<file path="src/bht_pkg.sv">
// ----------------------------------------------------------------------------
// bht_pkg
// Shared types and codes of the bucketed hash table: item payloads, result
// codes, controller states and the command/status bundles between the
// controller and the datapath.
// ----------------------------------------------------------------------------
package bht_pkg;

	// command field of a request item
	localparam logic CMD_LOOKUP = 1'b0;
	localparam logic CMD_INSERT = 1'b1;

	// status field of a result item
	localparam logic [1:0] RSP_MATCH    = 2'd0;
	localparam logic [1:0] RSP_NO_MATCH = 2'd1;
	localparam logic [1:0] RSP_INSERTED = 2'd2;
	localparam logic [1:0] RSP_ROW_FULL = 2'd3;

	typedef struct packed {
		logic        command;
		logic [63:0] key;
		logic [7:0]  first_length;
		logic [7:0]  second_length;
		logic [31:0] first_hash;
		logic [31:0] second_hash;
	} req_t;

	typedef struct packed {
		logic [1:0]  status;
		logic [31:0] entry_id;
		logic [7:0]  out_first_length;
		logic [7:0]  out_second_length;
		logic [31:0] out_first_hash;
		logic [31:0] out_second_hash;
		logic        last;
	} rsp_t;

	typedef enum logic [2:0] {
		S_CLEAR,
		S_IDLE,
		S_FILL,
		S_DECIDE,
		S_READ,
		S_CHECK,
		S_FINISH
	} state_t;

	// which result the output register loads
	typedef enum logic [2:0] {
		PUSH_INSERT,
		PUSH_FULL,
		PUSH_MORE,
		PUSH_LAST,
		PUSH_NOMATCH
	} push_sel_t;

	typedef struct packed {
		logic      load;
		logic      clr_step;
		logic      ins_commit;
		logic      idx_inc;
		logic      pend_load;
		logic      pend_clr;
		logic      push;
		push_sel_t push_sel;
	} ctrl_cmd_t;

	typedef struct packed {
		logic clr_last;
		logic out_free;
		logic is_insert;
		logic row_full;
		logic fill_zero;
		logic scan_end;
		logic match;
		logic pend_valid;
	} ctrl_sts_t;

endpackage

</file>
<file path="src/bht_ctrl.sv">
// ----------------------------------------------------------------------------
// bht_ctrl
// Sequencer of the hash table: clearing pass, fill read, insert decision and
// the slot-by-slot lookup scan.
// ----------------------------------------------------------------------------
module bht_ctrl (
	input  logic               clk,
	input  logic               arst_n,
	input  logic               req_valid,
	output logic               req_ready,
	input  bht_pkg::ctrl_sts_t sts,
	output bht_pkg::ctrl_cmd_t cmd
);
	import bht_pkg::*;

	state_t state_q;
	state_t state_d;
	logic   stall;

	always_ff @(posedge clk or negedge arst_n) begin
		if (!arst_n) begin
			state_q <= S_CLEAR;
		end else begin
			state_q <= state_d;
		end
	end

	assign req_ready = (state_q == S_IDLE);
	// hold the scan while an earlier match still waits for the output register
	assign stall     = sts.match && sts.pend_valid && !sts.out_free;

	always_comb begin
		state_d = state_q;
		unique case (state_q)
			S_CLEAR: begin
				if (sts.clr_last) state_d = S_IDLE;
			end
			S_IDLE: begin
				if (req_valid) state_d = S_FILL;
			end
			S_FILL: begin
				state_d = S_DECIDE;
			end
			S_DECIDE: begin
				if (sts.is_insert) begin
					if (sts.out_free) state_d = S_IDLE;
				end else if (sts.fill_zero) begin
					state_d = S_FINISH;
				end else begin
					state_d = S_READ;
				end
			end
			S_READ: begin
				state_d = S_CHECK;
			end
			S_CHECK: begin
				if (!stall) state_d = sts.scan_end ? S_FINISH : S_READ;
			end
			S_FINISH: begin
				if (sts.out_free) state_d = S_IDLE;
			end
			default: state_d = S_CLEAR;
		endcase
	end

	always_comb begin
		cmd.load       = 1'b0;
		cmd.clr_step   = 1'b0;
		cmd.ins_commit = 1'b0;
		cmd.idx_inc    = 1'b0;
		cmd.pend_load  = 1'b0;
		cmd.pend_clr   = 1'b0;
		cmd.push       = 1'b0;
		cmd.push_sel   = PUSH_NOMATCH;
		unique case (state_q)
			S_CLEAR: begin
				cmd.clr_step = 1'b1;
			end
			S_IDLE: begin
				cmd.load = req_valid;
			end
			S_DECIDE: begin
				if (sts.is_insert && sts.out_free) begin
					cmd.push       = 1'b1;
					cmd.push_sel   = sts.row_full ? PUSH_FULL : PUSH_INSERT;
					cmd.ins_commit = !sts.row_full;
				end
			end
			S_CHECK: begin
				if (!stall) begin
					cmd.idx_inc = 1'b1;
					if (sts.match) begin
						cmd.pend_load = 1'b1;
						cmd.push      = sts.pend_valid;
						cmd.push_sel  = PUSH_MORE;
					end
				end
			end
			S_FINISH: begin
				if (sts.out_free) begin
					cmd.push     = 1'b1;
					cmd.push_sel = sts.pend_valid ? PUSH_LAST : PUSH_NOMATCH;
					cmd.pend_clr = 1'b1;
				end
			end
			default: begin
			end
		endcase
	end

	a_stall_holds: assert property (@(posedge clk) disable iff (!arst_n)
		(state_q == S_CHECK && stall) |=> (state_q == S_CHECK))
		else $error("scan advanced while a match was held back");

endmodule

</file>
<file path="config.mk">
export PLATFORM = sky130hd
export DESIGN_NAME = bht_ctrl
export DESIGN_NICKNAME = d
export VERILOG_FILES = /design/src/bht_pkg.sv /design/src/bht_ctrl.sv
export SDC_FILE = /design/constraint.sdc
export NUM_CORES = 1
export LEC_CHECK = 0
export BUFFER_PORTS_ARGS = -buffer_cell sky130_fd_sc_hd__buf_2
export CORE_MARGIN = 2
export CORE_UTILIZATION = 30
export CTS_BUF_LIST = sky130_fd_sc_hd__clkbuf_16
export DETAILED_ROUTE_END_ITERATION = 12
export PLACE_DENSITY = 0.65
export SYNTH_ARGS = -nofsm -noshare
export SYNTH_HDL_FRONTEND = slang
export SYNTH_SLANG_ARGS = --single-unit
</file>
<file path="constraint.sdc">
create_clock -name clk -period 1.3 [get_ports clk]
set_clock_uncertainty 0.2 [all_clocks]
set_input_delay 0 -clock clk [delete_from_list [all_inputs] [get_ports clk]]
set_output_delay 0 -clock clk [all_outputs]
set_load 0.05 [all_outputs]
</file>
==> metrics.md, run 1 <==
| Metric | Value |
|---|---|
| Sequential share of power | 0.099 |
| Final WS setup | -0.361 ns |
| Pre-antenna DRT Iters | 3 |
| CTS clk-pin slew, worst paths | around 0.03 ns |
| CTS H-tree depth | 1 |
| Top cell type's share of synthesized area | 0.177 |
| Hold WC Path Type | input pin to flip-flop |
| CP Data Required Time | between 1 and 1.5 ns |
| Most common cell in the netlist | o21ai_0 |
| Sum Neg Setup Slack | -3.71 ns |
| Syn avg cell area | ~7.2 sq um |
| Max Slew Vio Count | 0 |
| First-pass GRT wire length | between 2000 and 2500 microns |
| Vias | around 550 |
| Post-synthesis sequential area ratio | 0.177 |
| Stages on worst setup path | 5 |
| Delay-heaviest family, CP | flip-flops |
| Startpoint Class | flip-flop |
| Antenna viol nets, final | 0 |
| CTS Buf Count | 3 |
| ANT cells | 0 |
| CP arrival | 1.46 ns |
| Post-synth top area cell | dfrtp_1 |
| Gr ovfl total | 0 |
| Fin crit share | 1.28 |
| Final hold viol count | 0 |
| # fillers | 110 |
| Logic pwr share | 0.679 |
| DRC viols | 0 |
| Clock power frac | 0.222 |
| Share of post-route cells with drive strength above 1 | 0.656 |
| Die footprint | 1730 sq um |
| Clock sinks | 3 |
| Core box area | between 1000 and 1500 sq um |
| Die height | between 40 and 50 microns |
| Detailed placement HPWL | approximately 950 microns |
| EDFF count, synth | 0 |
| Crit path capture type | primary output |
| Most flops, register | state_q |
| Min Hold Slack | 0.00133 ns |
| Crit-path cells | buf_4 > and4b_1 > o21ai_1 > a21boi_4 > buf_6 |
| Routed wire length | around 1400 microns |
| Crit-path slowest cell | dfrtp_2 |
| GP Congestion | 0.775 |
| Switching part of the total | 0.430 |
| Ys flop type | dfrtp_1 |
| Sequential cell area | slightly below 80 sq um |
| Max reg flops | 3 |
| Fin nets | 105 |
| Initial antenna violation count | 0 |
| Crit path max fanout | 6 |
| Total Routing Usage GR | 0.168 |
| Footprint of the multi-input gates | between 400 and 500 sq um |
| Hold Crit Depth | 3 |
| Area Overhead vs Synth | 118% |
| Crit path buffers/inverters | 2 |
| Unrepaired setup endpoints after global routing | true |
| Final setup viols | 14 |
| Min Clock Period, post-route | about 1.7 ns |
| Ports | 22 |
| Post-synth ARST share | 1.00 |
| Maximum clock frequency | 602 MHz |
| Clk Latency, worst-skew pair | about 0.23 ns |
| Synth top area cells | dfrtp_1 18%, o21ai_0 12%, and3_1 4.4% |
| CTS Buffer Depth | 2 |
| Biggest regs | state_q x3 |
| Port Buffers | 21 |
| Least-Margin Pin Slew | around 0.63 ns |
| Die width | 41.6 microns |
| Top post-synthesis cells by count | 10 x o21ai_0, 5 x inv_1, 5 x nor2_1 |
| Initial Util | 0.322 |
| Failing checks | setup timing |
| Seq cells post-synth | 3 |
| Vias in the first global route | between 400 and 500 |
| CTS tree | built |
| Leakage | slightly above 0.0004 uW |
| Syn nets | 70 |
| Max stage delay on crit path | approximately 0.43 ns |
| Rel. slew slack | 0.577 |
| Root Buffer | clkbuf_16 |
| Switching Power | roughly 940 uW |
| Largest net degree at the start of global routing | 13 |
| Initial DRC count | 7 |
| DR WL/cell | about 13 microns |
| Post-Syn Instances | 59 |
| Status | finished, violations left |
| Row count | 13 |
| Maximum capacitance violations | 0 |
| Via-to-Cell Ratio | between 5 and 6 |
| Pwr/cell area | 2370 nW/um^2 |
| Worst reg2reg path depth | 4 |
| Yosys cell types | 29 |
| VDD IR max | 0.00164 V |
| Power Internal | about 1200 uW |
| Yosys warns | 0 |
| Mapped Area | 424 sq um |
| CP Class | flip-flop to primary output |
## cells in the final DEF (no fill, tap or decap), types with 2 or more instances in the layout
cell           netlist  routed
nor2b_1              3       3
buf_6                1       9
o21ai_1              0       2
nor2_4               0       3
o21ai_0             10       5
dlygate4sd3_1        0       2
nand2_1              3       2
and3_1               3       2
dfrtp_2              0       3
o21ai_4              0       2
buf_8                0       5
buf_2                1      10
buf_4                0       8
nor3_4               0       2
and3b_2              0       2
inv_1                5       6
nor2_1               5       2
clkbuf_16            0       3
## layout make-up
type | count | share of cell area
Multi-Input combinational cell | 47 | 0.457
Timing Repair Buffer | 34 | 0.332
Sequential cell | 3 | 0.0854
Clock buffer | 3 | 0.0813
Inverter | 5 | 0.0203
Tap cell | 15 | 0.0203
Clock inverter | 1 | 0.00407
## worst reg2reg max path, stage by stage, from the launching register on
cell and delay (ns):
dfrtp_2 0.43, buf_6 0.14, or4b_1 0.51, o31ai_2 0.11
a2111oi_2 0.10
## worst paths after layout
| kind | from | endpoint | slack, ns |
|---|---|---|---|
| max | state_q[1] | cmd[3] | -0.36 |
| min | sts[5] | state_q[2] | 0.001 |
| max reg2reg | state_q[1] | state_q[1] | -0.33 |
| min reg2reg | state_q[2] | state_q[2] | 0.59 |
| max in group asynchronous | arst_n | state_q[2] | 0.28 |
| min in group asynchronous | arst_n | state_q[0] | 0.46 |
## power by group through the flow
stage | logic, uW | registers [uW] | clock network (uW)
floorplan | 941 | 184 | 0
global placement | 1090 | 216 | 0
detailed placement | 1110 | 223 | 0
CTS | 1300 | 224 | 486
global route | 1560 | 224 | 501
finish | 1480 | 217 | 484
## metrics by stage
stage	std cells	setup WS (ns)	util	total power, uW	instance area [sq um]
after floorplan	59	-0.296	-	1120	532
after global placement	97	-0.251	0.501	1310	661
after detailed placement	97	-0.373	0.501	1340	661
after CTS	104	-0.339	0.651	2010	858
after global routing	108	-0.394	0.701	2290	923
final	108	-0.361	0.701	2190	923
## logic make-up (layout without fill, tap and decap cells)
family | after synthesis | count (layout) | share of synthesized area
simple gates | 28 | 28 | 0.404
flops | 3 | 3 | 0.177
compound gates | 19 | 19 | 0.319
buf+inv | 9 | 43 | 0.100
## repair_timing
item / 4_1_cts / 5_1_grt
buffers inserted: 1 / 4
pin swaps: 1 / 7
endpoints found under the hold margin: 3 / 0
gates resized for setup: 30 / 13
gates cloned: 0 / 0
endpoints found under the setup margin: 14 / 14
hold buffers: 2 / 0
## metal layers
metal / share of wire / up-vias / GRT usage
li1: - / 282 / -
met1: 0.43 / 253 / 0.204
met2: 0.53 / 19 / 0.297
met3: 0.040 / 0 / 0.0391
met4: 0 / 0 / 0.0387
met5: 0 / - / 0
Power figures use the tool's default switching activity.
==> run 2: changes to the inputs <==
--- a/config.mk
+++ b/config.mk
@@ -10,7 +10,7 @@
 export CORE_UTILIZATION = 30
 export CTS_BUF_LIST = sky130_fd_sc_hd__clkbuf_16
 export DETAILED_ROUTE_END_ITERATION = 12
-export PLACE_DENSITY = 0.65
+export PLACE_DENSITY = 0.68
 export SYNTH_ARGS = -nofsm -noshare
 export SYNTH_HDL_FRONTEND = slang
 export SYNTH_SLANG_ARGS = --single-unit
==> run 2 against run 1 <==
  * The run still ends with setup timing left
  * Clock-buffer cell count did not move
  * Register-to-register slack improved by 0.09 ns
  * Power fell by 5.0%
  * Critical path depth fell by 1
  * Maximum frequency rose by 4.4%
  * Largest cell class unchanged
==> metrics.md, run 2 (synthesis results as in run 1) <==
| Metric | Value |
|---|---|
| CTS clk-pin slew, worst paths | roughly 0.030 ns |
| Dpl cell area | 676 sq um |
| Antenna viol nets, final | 0 |
| DR WL/cell | about 12 microns |
| Max Slew Vio Count | 0 |
| Pre-antenna DRT Iters | 2 |
| Unrepaired setup endpoints after global routing | true |
| Post-place setup slack | -0.308 ns |
| Rel. slew slack | 0.608 |
| ANT cells | 0 |
| Core box area | between 1000 and 1500 sq um |
| Final Cell Area | between 900 and 1000 sq um |
| GP Congestion | roughly 0.8 |
| Die width | between 40 and 50 microns |
| Crit path max fanout | 11 |
| First-pass GRT wire length | between 2000 and 2500 microns |
| Layout Cells excl Fill | 110 |
| Maximum clock frequency | 628 MHz |
| Final WS setup | -0.291 ns |
| Reg2Reg Capture Point | state_q[1] |
| Root Buffer | clkbuf_16 |
| CTS Buf Count | 3 |
| Crit-path slowest cell | dfrtp_2 |
| CP Launch Point | state_q[1] |
| Final setup viols | 14 |
| Startpoint Class | flip-flop |
| Share of post-route cells with drive strength above 1 | 0.642 |
| Initial DRC count | 9 |
| Clock sinks | 3 |
| Total Routing Usage GR | 0.162 |
| Gr ovfl total | 0 |
| Largest net degree at the start of global routing | 13 |
| Routed wire length | 1280 microns |
| Hold WC Path Type | input pin to flip-flop |
| Most common cell after layout, fill and taps aside | buf_6 |
| Reg-to-reg slack, setup | -0.24 ns |
| Detailed placement HPWL | about 970 microns |
| Biggest regs | state_q x3 |
| Min Clock Period, post-route | roughly 1.6 ns |
| FF-to-FF Start | state_q[1] |
| Most frequent cells in the layout | 11 x buf_6, 10 x buf_2, 10 x buf_4 |
| Ports | 22 |
| DRC viols | 0 |
| Crit path capture type | primary output |
| Crit-path cells | and2b_2 > o21ai_1 > a22o_2 > buf_6 |
| Placed cells | slightly below 100 |
| Sum Neg Setup Slack | -3.19 ns |
| Initial Util | 0.322 |
| CTS Buffer Depth | 2 |
| Most flops, register | state_q |
| CTS tree | built |
| Maximum capacitance violations | 0 |
| Vias | about 560 |
| Port Buffers | 21 |
| Max stage delay on crit path | 0.45 ns |
| Fin nets | about 110 |
| Die height | around 42 microns |
| Failing checks | setup timing |
| Leakage | about 0.00042 uW |
| VDD IR max | 0.00163 V |
| CP Class | flip-flop to primary output |
| Min Hold Slack | between 0.02 and 0.03 ns |
| Fin crit share | 1.22 |
| Clk Latency, worst-skew pair | roughly 0.22 ns |
| Max reg flops | 3 |
| Initial antenna violation count | 0 |
| Vias in the first global route | ~530 |
| Row count | 13 |
| CP arrival | between 1 and 1.5 ns |
| Pwr/cell area | approximately 2300 nW/um^2 |
| Die footprint | about 1700 sq um |
| CTS H-tree depth | 1 |
| Via-to-Cell Ratio | 5.07 |
| Status | finished, violations left |
| Worst reg2reg path depth | 4 |
| Final hold viol count | 0 |
| Least-Margin Pin Slew | just under 0.6 ns |
| Worst Setup EP | cmd[2] |
| Area Overhead vs Synth | 117% |
| CP Data Required Time | between 1 and 1.5 ns |
[run 2: how the worst min path moves through the flow]
stage / start / endpoint / slack [ns] / depth (start not counted)
3_5_place_dp: arst_n / state_q[0] / -0.40 / 1
6_report: sts[3] / state_q[1] / 0.03 / 4
2_1_floorplan: arst_n / state_q[0] / -0.50 / 0
5_1_grt: sts[3] / state_q[1] / 0.05 / 4
3_3_place_gp: arst_n / state_q[0] / -0.40 / 1
4_1_cts: sts[4] / cmd[7] / 0.09 / 3
[run 2: layout make-up]
class                      instances  area, sq um
multi-input combinational         47          422
timing repair buffer              36          304
fill                             101          397
inverter                           5         18.8
sequential                         3         78.8
clock inverter                     1         3.75
clock buffer                       3         75.1
tap                               15         18.8
[run 2: per-layer routing]
layer  track usage  vias up  wire length, microns
met5             0        -                     0
met3        0.0522        2                    75
met4        0.0387        0                    20
met2         0.272       17                   622
li1              -      285                     -
met1         0.200      254                   563
[run 2: power by group]
part	internal, uW	switching (uW)
sequential	145	85.4
combinational	641	728
clock	396	80.6
[run 2: worst max-delay path, delay by kind of cell (launching register included)]
family                 cells  cell delay, ns
flip-flops                 1            0.45
AO/OA/AOI/OAI              2            0.29
AND/OR/NAND/NOR            1            0.27
buffers and inverters      1            0.15
[run 2: metrics by stage]
stage	util	total power [uW]
global route	0.699	2190
detailed placement	0.513	1360
global placement	0.513	1330
floorplan	-	1120
CTS	0.677	2020
finish	0.699	2080
[run 2: timing repair]
item                                   4_1_cts  5_1_grt
pin swaps                                    0        4
hold buffers                                 4        0
resized for setup                           30        5
buffers inserted                             1        2
endpoints found under the hold margin        5        0
setup endpoints to repair                   14       14
